--- src/sv/tsvfi_pkg.sv ---
package tsvfi_pkg;

  // Field and line terminators
  localparam logic [7:0] CHAR_TAB = 8'h09;
  localparam logic [7:0] CHAR_CR  = 8'h0d;
  localparam logic [7:0] CHAR_LF  = 8'h0a;

  typedef enum logic [1:0] {
    ST_IDLE,
    ST_EMIT_A,
    ST_EMIT_B,
    ST_PAD
  } tsvfi_state_t;

  // Controller to datapath
  typedef struct packed {
    logic accept;
    logic load_a;
    logic load_b;
    logic load_pad;
    logic last;
  } tsvfi_cmd_t;

  // Datapath to controller
  typedef struct packed {
    logic has_a;
    logic has_b;
    logic has_pad;
    logic b_pend;
    logic pad_more;
    logic pad_last;
  } tsvfi_sts_t;

endpackage

--- src/sv/tsvfi_ctrl.sv ---
module tsvfi_ctrl (
  input  logic               clk,
  input  logic               rst_n,
  input  logic               in_valid,
  output logic               in_ready,
  output logic               out_valid,
  input  logic               out_ready,
  input  tsvfi_pkg::tsvfi_sts_t sts,
  output tsvfi_pkg::tsvfi_cmd_t cmd
);
  import tsvfi_pkg::*;

  tsvfi_state_t state_r, state_nxt;
  logic         out_valid_r, out_valid_nxt;
  logic         out_free;

  always_ff @(posedge clk) begin
    if (!rst_n) begin
      state_r     <= ST_IDLE;
      out_valid_r <= 1'b0;
    end else begin
      state_r     <= state_nxt;
      out_valid_r <= out_valid_nxt;
    end
  end

  always_comb begin
    out_free  = !out_valid_r || out_ready;
    cmd       = '0;
    state_nxt = state_r;
    unique case (state_r)
      ST_IDLE: begin
        if (in_valid) begin
          cmd.accept = 1'b1;
          priority if (sts.has_a) state_nxt = ST_EMIT_A;
          else if (sts.has_b)     state_nxt = ST_EMIT_B;
          else if (sts.has_pad)   state_nxt = ST_PAD;
          else                    state_nxt = ST_IDLE;
        end
      end
      ST_EMIT_A: begin
        if (out_free) begin
          cmd.load_a = 1'b1;
          cmd.last   = !sts.b_pend && !sts.pad_more;
          priority if (sts.b_pend) state_nxt = ST_EMIT_B;
          else if (sts.pad_more)   state_nxt = ST_PAD;
          else                     state_nxt = ST_IDLE;
        end
      end
      ST_EMIT_B: begin
        if (out_free) begin
          cmd.load_b = 1'b1;
          cmd.last   = !sts.pad_more;
          state_nxt  = sts.pad_more ? ST_PAD : ST_IDLE;
        end
      end
      ST_PAD: begin
        if (out_free) begin
          cmd.load_pad = 1'b1;
          cmd.last     = sts.pad_last;
          state_nxt    = sts.pad_last ? ST_IDLE : ST_PAD;
        end
      end
      default: state_nxt = ST_IDLE;
    endcase

    if (cmd.load_a || cmd.load_b || cmd.load_pad) begin
      out_valid_nxt = 1'b1;
    end else if (out_ready) begin
      out_valid_nxt = 1'b0;
    end else begin
      out_valid_nxt = out_valid_r;
    end
  end

  assign in_ready  = (state_r == ST_IDLE);
  assign out_valid = out_valid_r;

endmodule

--- src/sv/tsvfi_datapath.sv ---
module tsvfi_datapath #(
  parameter int MAX_COLUMNS = 64,
  parameter int OFFSET_BITS = 24,
  parameter int ROW_BITS    = 16,
  localparam int COL_BITS   = (MAX_COLUMNS > 1) ? $clog2(MAX_COLUMNS) : 1,
  localparam int WID_BITS   = $clog2(MAX_COLUMNS + 1)
) (
  input  logic                   clk,
  input  logic                   rst_n,
  input  logic [7:0]             in_data_byte,
  input  logic                   in_end_of_file,
  input  tsvfi_pkg::tsvfi_cmd_t  cmd,
  output tsvfi_pkg::tsvfi_sts_t  sts,
  output logic [ROW_BITS-1:0]    out_row_index,
  output logic [COL_BITS-1:0]    out_column_index,
  output logic [OFFSET_BITS-1:0] out_field_offset,
  output logic [OFFSET_BITS-1:0] out_field_length,
  output logic                   out_last_of_run
);
  import tsvfi_pkg::*;

  localparam logic [WID_BITS-1:0] MaxCols = WID_BITS'(MAX_COLUMNS);

  // Scan state
  logic                   hdr_r, hdr_nxt;
  logic [WID_BITS-1:0]    width_r, width_nxt;
  logic [COL_BITS-1:0]    col_r, col_nxt;
  logic [ROW_BITS-1:0]    row_r, row_nxt;
  logic [OFFSET_BITS-1:0] pos_r, pos_nxt;
  logic [OFFSET_BITS-1:0] fstart_r, fstart_nxt;
  logic [OFFSET_BITS-1:0] fbytes_r, fbytes_nxt;
  logic                   after_cr_r, after_cr_nxt;
  logic                   ovf_r, ovf_nxt;

  // Job held for the entries of one word
  logic [ROW_BITS-1:0]    job_row_r;
  logic [COL_BITS-1:0]    a_col_r, b_col_r;
  logic [OFFSET_BITS-1:0] a_off_r, a_len_r, b_off_r, b_len_r, pad_off_r;
  logic                   b_pend_r, pad_en_r;
  logic [WID_BITS-1:0]    pad_k_r, pad_end_r;

  // Output word
  logic [ROW_BITS-1:0]    o_row_r;
  logic [COL_BITS-1:0]    o_col_r;
  logic [OFFSET_BITS-1:0] o_off_r, o_len_r;
  logic                   o_last_r;

  // Per-word decode
  logic                   is_tab, is_cr, is_lf, lf_after, term, eol, line_ended;
  logic [OFFSET_BITS-1:0] pos_inc;
  logic [WID_BITS-1:0]    col_inc, limit, pad_start, pad_end;
  logic                   tab_ok, pad_en, has_b;
  logic                   hdr1, ovf1, after_cr1;
  logic [WID_BITS-1:0]    width1;
  logic [COL_BITS-1:0]    col1;
  logic [ROW_BITS-1:0]    row1;
  logic [OFFSET_BITS-1:0] fstart1, fbytes1;

  always_comb begin
    is_tab   = (in_data_byte == CHAR_TAB);
    is_cr    = (in_data_byte == CHAR_CR);
    is_lf    = (in_data_byte == CHAR_LF);
    lf_after = after_cr_r && is_lf;
    term     = !lf_after && (is_tab || is_cr || is_lf);
    eol      = term && !is_tab;
    pos_inc  = (&pos_r) ? pos_r : pos_r + 1'b1;
    col_inc  = WID_BITS'(col_r) + 1'b1;
    limit    = hdr_r ? width_r : MaxCols;
    tab_ok   = !ovf_r && (col_inc < limit);

    hdr1      = hdr_r;
    width1    = width_r;
    col1      = col_r;
    row1      = row_r;
    ovf1      = ovf_r;
    fstart1   = fstart_r;
    fbytes1   = fbytes_r;
    after_cr1 = 1'b0;

    priority if (lf_after) begin
      // second half of CR LF: line already closed
      fstart1 = pos_inc;
    end else if (term) begin
      fstart1 = pos_inc;
      fbytes1 = '0;
      if (is_tab) begin
        if (tab_ok) begin
          col1 = COL_BITS'(col_inc);
          if (!hdr_r) width1 = col_inc + 1'b1;
        end else begin
          ovf1 = 1'b1;
        end
      end else begin
        row1      = (&row_r) ? row_r : row_r + 1'b1;
        col1      = '0;
        ovf1      = 1'b0;
        hdr1      = 1'b1;
        after_cr1 = is_cr;
      end
    end else if (!(&fbytes_r)) begin
      fbytes1 = fbytes_r + 1'b1;
    end

    line_ended = lf_after || eol;
    has_b      = in_end_of_file && !line_ended && !ovf1;

    priority if (eol) begin
      pad_en    = !ovf_r;
      pad_start = col_inc;
      pad_end   = width_r;
    end else if (in_end_of_file && !line_ended) begin
      pad_en    = !ovf1;
      pad_start = WID_BITS'(col1) + 1'b1;
      pad_end   = width1;
    end else begin
      pad_en    = 1'b0;
      pad_start = col_inc;
      pad_end   = width_r;
    end

    // end of file: back to the reset state
    if (in_end_of_file) begin
      hdr_nxt      = 1'b0;
      width_nxt    = WID_BITS'(1);
      col_nxt      = '0;
      row_nxt      = '0;
      pos_nxt      = '0;
      fstart_nxt   = '0;
      fbytes_nxt   = '0;
      after_cr_nxt = 1'b0;
      ovf_nxt      = 1'b0;
    end else begin
      hdr_nxt      = hdr1;
      width_nxt    = width1;
      col_nxt      = col1;
      row_nxt      = row1;
      pos_nxt      = pos_inc;
      fstart_nxt   = fstart1;
      fbytes_nxt   = fbytes1;
      after_cr_nxt = after_cr1;
      ovf_nxt      = ovf1;
    end

    sts.has_a    = term && !ovf_r;
    sts.has_b    = has_b;
    sts.has_pad  = pad_en && (pad_start < pad_end);
    sts.b_pend   = b_pend_r;
    sts.pad_more = pad_en_r && (pad_k_r < pad_end_r);
    sts.pad_last = ((pad_k_r + 1'b1) >= pad_end_r);
  end

  always_ff @(posedge clk) begin
    if (!rst_n) begin
      hdr_r      <= 1'b0;
      width_r    <= WID_BITS'(1);
      col_r      <= '0;
      row_r      <= '0;
      pos_r      <= '0;
      fstart_r   <= '0;
      fbytes_r   <= '0;
      after_cr_r <= 1'b0;
      ovf_r      <= 1'b0;
      b_pend_r   <= 1'b0;
      pad_en_r   <= 1'b0;
    end else begin
      if (cmd.accept) begin
        hdr_r      <= hdr_nxt;
        width_r    <= width_nxt;
        col_r      <= col_nxt;
        row_r      <= row_nxt;
        pos_r      <= pos_nxt;
        fstart_r   <= fstart_nxt;
        fbytes_r   <= fbytes_nxt;
        after_cr_r <= after_cr_nxt;
        ovf_r      <= ovf_nxt;
        b_pend_r   <= has_b;
        pad_en_r   <= pad_en;
      end else if (cmd.load_b) begin
        b_pend_r <= 1'b0;
      end
    end
  end

  // Job payload
  always_ff @(posedge clk) begin
    if (cmd.accept) begin
      job_row_r <= row_r;
      a_col_r   <= col_r;
      a_off_r   <= fstart_r;
      a_len_r   <= fbytes_r;
      b_col_r   <= col1;
      b_off_r   <= fstart1;
      b_len_r   <= fbytes1;
      pad_k_r   <= pad_start;
      pad_end_r <= pad_end;
      pad_off_r <= pos_inc;
    end else if (cmd.load_pad) begin
      pad_k_r <= pad_k_r + 1'b1;
    end
  end

  // Output word
  always_ff @(posedge clk) begin
    if (cmd.load_a || cmd.load_b || cmd.load_pad) begin
      o_row_r  <= job_row_r;
      o_last_r <= cmd.last;
    end
    priority if (cmd.load_a) begin
      o_col_r <= a_col_r;
      o_off_r <= a_off_r;
      o_len_r <= a_len_r;
    end else if (cmd.load_b) begin
      o_col_r <= b_col_r;
      o_off_r <= b_off_r;
      o_len_r <= b_len_r;
    end else if (cmd.load_pad) begin
      o_col_r <= COL_BITS'(pad_k_r);
      o_off_r <= pad_off_r;
      o_len_r <= '0;
    end
  end

  assign out_row_index    = o_row_r;
  assign out_column_index = o_col_r;
  assign out_field_offset = o_off_r;
  assign out_field_length = o_len_r;
  assign out_last_of_run  = o_last_r;

endmodule

--- src/sv/tsv_field_indexer_top.sv ---
// Cell indexer for tab-separated text.
// Input channel (in_valid/in_ready): one word per file byte, in_data_byte plus
// in_end_of_file on the final byte. Output channel (out_valid/out_ready): one
// word per cell entry (row, column, offset, length); out_last_of_run marks the
// final entry caused by the current input byte.
// Each input byte is accepted in ST_IDLE, then the sequencer loads each entry
// it causes in turn: the entry of the field that a terminator or end of file
// closes (none once the row has overflowed), and at a short line end one pad
// entry per missing column up to the table width. The next byte is accepted
// only once the last entry of the current one is loaded into the single
// output register, which the pad sequencer fills from the job latch.
// A stall on out_ready holds the output word and the sequencer; input waits.
// End of file returns the scan state to its reset values so a new file can
// follow at offset 0. Reset (rst_n low, synchronous) clears the scan state,
// drops any pending entries and empties the output register.
module tsv_field_indexer_top #(
  parameter int MAX_COLUMNS = 64,
  parameter int OFFSET_BITS = 24,
  parameter int ROW_BITS    = 16,
  localparam int COL_BITS   = (MAX_COLUMNS > 1) ? $clog2(MAX_COLUMNS) : 1
) (
  input  logic                   clk,
  input  logic                   rst_n,
  input  logic                   in_valid,
  output logic                   in_ready,
  input  logic [7:0]             in_data_byte,
  input  logic                   in_end_of_file,
  output logic                   out_valid,
  input  logic                   out_ready,
  output logic [ROW_BITS-1:0]    out_row_index,
  output logic [COL_BITS-1:0]    out_column_index,
  output logic [OFFSET_BITS-1:0] out_field_offset,
  output logic [OFFSET_BITS-1:0] out_field_length,
  output logic                   out_last_of_run
);
  import tsvfi_pkg::*;

  tsvfi_cmd_t cmd;
  tsvfi_sts_t sts;

  // Sequencer: accepts a word, then walks field and pad entries.
  tsvfi_ctrl u_ctrl (
    .clk       (clk),
    .rst_n     (rst_n),
    .in_valid  (in_valid),
    .in_ready  (in_ready),
    .out_valid (out_valid),
    .out_ready (out_ready),
    .sts       (sts),
    .cmd       (cmd)
  );

  // Scan state, job latch and output register.
  tsvfi_datapath #(
    .MAX_COLUMNS (MAX_COLUMNS),
    .OFFSET_BITS (OFFSET_BITS),
    .ROW_BITS    (ROW_BITS)
  ) u_datapath (
    .clk              (clk),
    .rst_n            (rst_n),
    .in_data_byte     (in_data_byte),
    .in_end_of_file   (in_end_of_file),
    .cmd              (cmd),
    .sts              (sts),
    .out_row_index    (out_row_index),
    .out_column_index (out_column_index),
    .out_field_offset (out_field_offset),
    .out_field_length (out_field_length),
    .out_last_of_run  (out_last_of_run)
  );

`ifndef SYNTHESIS
  // Idle only with no entry left in the job.
  a_idle_no_pending: assert property (@(posedge clk) disable iff (!rst_n)
    in_ready |-> (!sts.b_pend && !sts.pad_more))
    else $error("sequencer idle with entries pending");

  // One entry source per cycle.
  a_single_load: assert property (@(posedge clk) disable iff (!rst_n)
    $onehot0({cmd.load_a, cmd.load_b, cmd.load_pad}))
    else $error("more than one entry loaded at once");

  // Loading the last entry of a run frees the input side.
  a_last_then_idle: assert property (@(posedge clk) disable iff (!rst_n)
    ((cmd.load_a || cmd.load_b || cmd.load_pad) && cmd.last) |=> in_ready)
    else $error("input not reopened after last entry");

  // Never accept while a job is still draining.
  a_accept_idle: assert property (@(posedge clk) disable iff (!rst_n)
    cmd.accept |-> !(cmd.load_a || cmd.load_b || cmd.load_pad))
    else $error("accept overlaps entry load");
`endif

endmodule

--- config.mk ---
export PLATFORM = sky130hd
export DESIGN_NAME = tsv_field_indexer_top
export DESIGN_NICKNAME = d
export VERILOG_FILES = /design/src/sv/tsvfi_pkg.sv /design/src/sv/tsvfi_ctrl.sv /design/src/sv/tsvfi_datapath.sv /design/src/sv/tsv_field_indexer_top.sv
export SDC_FILE = /design/constraint.sdc
export NUM_CORES = 1
export LEC_CHECK = 0
export BUFFER_PORTS_ARGS = -buffer_cell sky130_fd_sc_hd__buf_2
export CORE_MARGIN = 2
export CORE_UTILIZATION = 50
export CTS_CLUSTER_DIAMETER = 120
export DETAILED_ROUTE_END_ITERATION = 6
export PLACE_DENSITY = 0.73
export SYNTH_ARGS = -nofsm -noshare
export SYNTH_HDL_FRONTEND = slang
export SYNTH_SLANG_ARGS = --single-unit
--- constraint.sdc ---
create_clock -name clk -period 22.4 [get_ports clk]
set_input_delay 4.48 -clock clk [delete_from_list [all_inputs] [get_ports clk]]
set_output_delay 4.48 -clock clk [all_outputs]
set_load 0.01 [all_outputs]
==> results.ini, run 1 <==
[status]
status = complete, no violations

[logic_synthesis]
synth.distinct_cells = 71
netlist_top_cells_count = edfxtp_1 (233), nand2_1 (158), o21ai_0 (134)
synth_ff_type = edfxtp_1
yosysTopAreaCell = edfxtp_1
synth.top_cell.area_share = 0.455
yosys-top-cells-area = edfxtp_1 (46%), dfxtp_1 (14%), o21ai_0 (4.4%)
synthesis.area_sq_mm = 0.0154
yosysMostFrequentCell = edfxtp_1
syn_area_per_cell_sq_um = 11.2
syn_nets = 1411
ys_seq_area_frac = 0.597
async_reset_ff_frac = 0
syn_inst = 1367
synth_edf_count = 233
yosysWarnings = 0
synth_seq_cells = 342

[clock_tree]
worstSkewPairLatency_ns = 0.52
cts_num_sinks = 342
cts_buffer_depth = 3
cts-resized-gates = 0
cts_root_buf = clkbuf_16
hold_buffers = 0
htree_levels = 2
clk_pin_slew_ns = 0.07
cts_tree = done
numCtsBuffers = 35
cts_setup_buffers = 0

[placed_design]
gp_congestion = 0.895
hpwl_microns = 20600
portBuffers = 85

[worst_setup_path]
cp_slowest_stage_delay_ns = 0.59
cp_cell_sequence = buf_2 > nor4b_1 > o211a_1 > buf_4 > o211ai_2 > nor2_2 > nor2_1 > a211oi_1 > ha_1 > nand2_1 > a21oi_1 > and4_1 > nor3_1
cp-start-kind = input pin
arrival_ns = 7.58
cp_max_fo = 26
slowest_stage = nor4b_1
crit_path_end_kind = register
worst-r2r-setup-slack_ns = 17.79
required_ns = 22.66
r2r_cells = 14
reg2reg_from = u_datapath.col_r[0]
path_class = in -> reg
worstReg2RegEnd = u_datapath.pad_k_r[4]

[power]
max-vdd-ir-drop_mv = 0.0484
p_per_area_mw_per_mm2 = 115
finalPower_mw = 1.99
leakage_nw = 6.47

[sta]
hold_slack_ns = 0.413
layout_min_cycle_time_ns = 7.32
slew_headroom = 0.242
period_share = 0.327
slew_viol_final = 0
worst_pin_slew_ns = 1.13
tns_ns = 0
setup_viol = 0
max_freq_mhz = 137
skew_ns = 0.0158
rsz0062_at_grt = false
hold_viol_final = 0

[finish]
drive_gt1_frac = 0.120
final_nets = 1471
fill_cells = 2462
multi_input_area_sq_mm = 0.00571
regArea_sq_mm = 0.00918
syn_to_final_growth_pct = 12.6
fin_util = 0.568

[floorplan]
die_y_microns = 179
rows = 64
coreArea_sq_mm = 0.0304
die-area_sq_mm = 0.0321
pin_count = 86
die_w_microns = 179
start_util = 0.505

[job]
max-cap-violations = 0

[min_path]
whs_endpoint = u_datapath.out_row_index[0]
hp-class = reg -> reg
hold_start = u_datapath.job_row_r[0]
whs_path_depth = 0

[detailed_routing]
vias = 10572
drtIter0Drc = 976
wire_per_inst_microns = 17.5
viasPerCell = 5.71
dr.pass1.iters = 5
ant_nets = 0
drc = 0
drt_wl_total_microns = 32400

[global_routing]
grt_pass1_wl_microns = 52200
grt_usage = 0.204
grt_max_degree = 78
antenna_found_initial = 0
globalRoute.totalOverflow = 0
grt_pass1_vias = 10018

## worst max-delay path by stage
stage	from	to	slack [ns]	cells after the start
final	in_data_byte[0]	u_datapath.pad_k_r[4]	15.08	13
after global routing	in_data_byte[5]	u_datapath.pad_k_r[4]	14.82	13
after CTS	in_data_byte[5]	u_datapath.pad_k_r[4]	15.14	13
after detailed placement	in_data_byte[0]	u_datapath.pad_k_r[4]	14.59	13
after global placement	in_data_byte[5]	u_datapath.pad_k_r[4]	14.73	13
after floorplan	in_valid	u_datapath.pad_k_r[4]	12.03	6
## cells in the final DEF, fill, tap and decap left out, drive strengths merged, types with 34 or more instances in the layout
cell	count
buf	97
clkbuf	44
dfxtp	109
edfxtp	233
inv	58
mux2i	39
nand2	158
nand3	41
nor2	82
o21ai	138
xnor2	34
## worst max-delay path, delay by kind of cell
family | cells | cell delay (ns)
AOI/OAI and AO/OA | 4 | 0.97
buffers and inverters | 2 | 0.43
adders and majority gates | 1 | 0.27
and+or+nand+nor | 6 | 1.42
## logic make-up after synthesis
kind of cell,Yosys count,share of synthesized area
AO/OA/AOI/OAI,320,0.136
XOR/XNOR,68,0.0397
adder cells (fa/ha/maj),31,0.0252
buffers and inverters,128,0.0323
flip-flops,342,0.597
multiplexers,42,0.0276
AND/OR/NAND/NOR,436,0.141
## power breakdown
part	switching, mW	internal (mW)	total, mW
Clock	0.238	0.366	0.604
Combinational	0.297	0.144	0.440
Sequential	0.0504	0.892	0.942
Total	0.585	1.40	1.99
## sequential cells by signal, summed over array words and instances (netlist names), 24 cells and up
| name | flops |
|---|---|
| u_datapath.a_len_r | 24 |
| u_datapath.a_off_r | 24 |
| u_datapath.b_len_r | 24 |
| u_datapath.b_off_r | 24 |
| u_datapath.fbytes_r | 24 |
| u_datapath.fstart_r | 24 |
| u_datapath.out_field_length | 24 |
| u_datapath.out_field_offset | 24 |
| u_datapath.pad_off_r | 24 |
| u_datapath.pos_r | 24 |
## stage by stage
stage          std cells  area [sq um]  setup WS [ns]
2_1_floorplan       1367         15400          12.03
3_3_place_gp        1786         16100          14.73
3_5_place_dp        1786         16100          14.59
4_1_cts             1849         17300          15.14
5_1_grt             1849         17300          14.82
6_report            1850         17300          15.08
## metal layers
metal,track usage,share of wire
met1,0.277,0.44
met2,0.339,0.48
met3,0.0288,0.051
met4,0.0655,0.024
met5,0,0
## layout make-up
class | instances | area share
antenna | 1 | 0.000145
clock inverter | 19 | 0.0148
timing repair buffer | 97 | 0.0298
tap | 396 | 0.0286
inverter | 54 | 0.0120
multi-input combinational | 897 | 0.330
sequential | 342 | 0.531
clock buffer | 44 | 0.0538
Note: power is estimated with default switching activity, not from simulation.
==> run 2: changes to the inputs <==
- PLACE_DENSITY: 0.73 -> 0.76
- clock period: 22.4 -> 6.6 ns (I/O delays scaled with it)
==> results.ini, run 2 (synthesis gave the netlist of run 1 again) <==
[status]
status = complete, no violations

[job]
max-cap-violations = 0

[worst_setup_path]
path_class = reg -> reg
cp_max_fo = 17
cp-start-kind = register
crit_path_end_kind = register
arrival_ns = 4.63
r2r_cells = 14
required_ns = 6.87

[clock_tree]
cts_setup_buffers = 0
cts_tree = done
cts_num_sinks = 342
clk_pin_slew_ns = 0.07
hold_buffers = 0
cts_buffer_depth = 3
cts_root_buf = clkbuf_16
cts-resized-gates = 0
worstSkewPairLatency_ns = 0.52
htree_levels = 2
numCtsBuffers = 34

[global_routing]
grt_usage = 0.202
grt_pass1_wl_microns = 51700
globalRoute.totalOverflow = 0
antenna_found_initial = 1
grt_max_degree = 76
grt_pass1_vias = 9992

[detailed_routing]
ant_nets = 0
vias = 10626
dr.pass1.iters = 5
drt_wl_total_microns = 32600
drc = 0
drtIter0Drc = 829
wire_per_inst_microns = 17.6
viasPerCell = 5.75

[power]
max-vdd-ir-drop_mv = 0.186
p_per_area_mw_per_mm2 = 381
leakage_nw = 6.41

[finish]
drive_gt1_frac = 0.120
diodes = 0
final_cells = 1848
final_nets = 1472
syn_to_final_growth_pct = 11.8
final_common_cell = edfxtp_1
fin_util = 0.564
finalInstanceArea_sq_mm = 0.0172
layout_common_cells = edfxtp_1 (233), nand2_1 (157), o21ai_0 (133)

[sta]
max_freq_mhz = 229
period_share = 0.661
slew_viol_final = 0
setup_viol = 0
hold_viol_final = 0
hold_slack_ns = 0.417
rsz0062_at_grt = false
worst_pin_slew_ns = 1.16
tns_ns = 0
layout_min_cycle_time_ns = 4.36
skew_ns = 0.0170
slew_headroom = 0.217

[placed_design]
placed_cell_area_sq_mm = 0.0161
portBuffers = 85
dp_cells = 1788
gp_congestion = 0.933
hpwl_microns = 21200

[floorplan]
die_w_microns = 179
coreArea_sq_mm = 0.0304
rows = 64
start_util = 0.505
pin_count = 86
die_y_microns = 179
die-area_sq_mm = 0.0321

[min_path]
whs_path_depth = 0
hp-class = reg -> reg

-- run 2: cell types whose count changed in the layout (fill, tap and decap cells not counted), sizes merged --
| cell | change |
|---|---|
| diode | -1 |
| clkinvlp | +4 |
| bufinv | -4 |
| clkbuf | -4 |
| clkinv | +4 |
| buf | +2 |
| inv | -3 |
-- run 2: worst paths after layout --
kind	from	end	slack, ns
max	u_datapath.col_r[0]	u_datapath.pad_k_r[4]	2.24
min	u_datapath.job_row_r[3]	u_datapath.out_row_index[3]	0.42
max reg2reg	u_datapath.col_r[0]	u_datapath.pad_k_r[4]	2.24
min reg2reg	u_datapath.job_row_r[3]	u_datapath.out_row_index[3]	0.42
-- run 2: routing by layer --
metal,share of wire,routed length (microns),track usage,vias up
li1,-,-,-,5132
met1,0.43,14100,0.266,5094
met2,0.48,15800,0.343,331
met3,0.056,1820,0.0280,67
met4,0.029,931,0.0696,2
met5,0.00040,13,0,-
-- run 2: power by group --
group          total (mW)  switching, mW  internal [mW]
Combinational        1.50           1.01          0.488
Sequential           3.19          0.166           3.03
Clock                1.86          0.803           1.05
Total                6.54           1.98           4.57
-- run 2: stage by stage --
stage / setup slack, ns / power, mW
after floorplan: 1.96 / 4.18
after global placement: 2.47 / 4.69
after detailed placement: 2.33 / 4.75
after CTS: 2.32 / 6.60
after global routing: 1.91 / 6.87
final: 2.24 / 6.54
-- run 2: area by class of cell --
class | instances | area, sq um
fillers | 2508 | 13300
flip-flops and latches | 342 | 9180
multi-input cells | 897 | 5710
clock buffers | 40 | 895
repair buffers | 99 | 531
well taps | 396 | 495
inverters | 54 | 208
clock inverters | 20 | 161
-- run 2: worst max-delay path, stage by stage (launching register included) --
cell,delay [ns]
dfxtp_1,0.65
ha_1,0.34
and3_1,0.24
xor2_1,0.17
ha_1,0.28
or3_1,0.37
o2111a_1,0.43
nor2_2,0.42
nor2_1,0.13
a211oi_1,0.28
ha_1,0.25
nand2_1,0.06
a21oi_1,0.22
and4_1,0.22
nor3_1,0.05
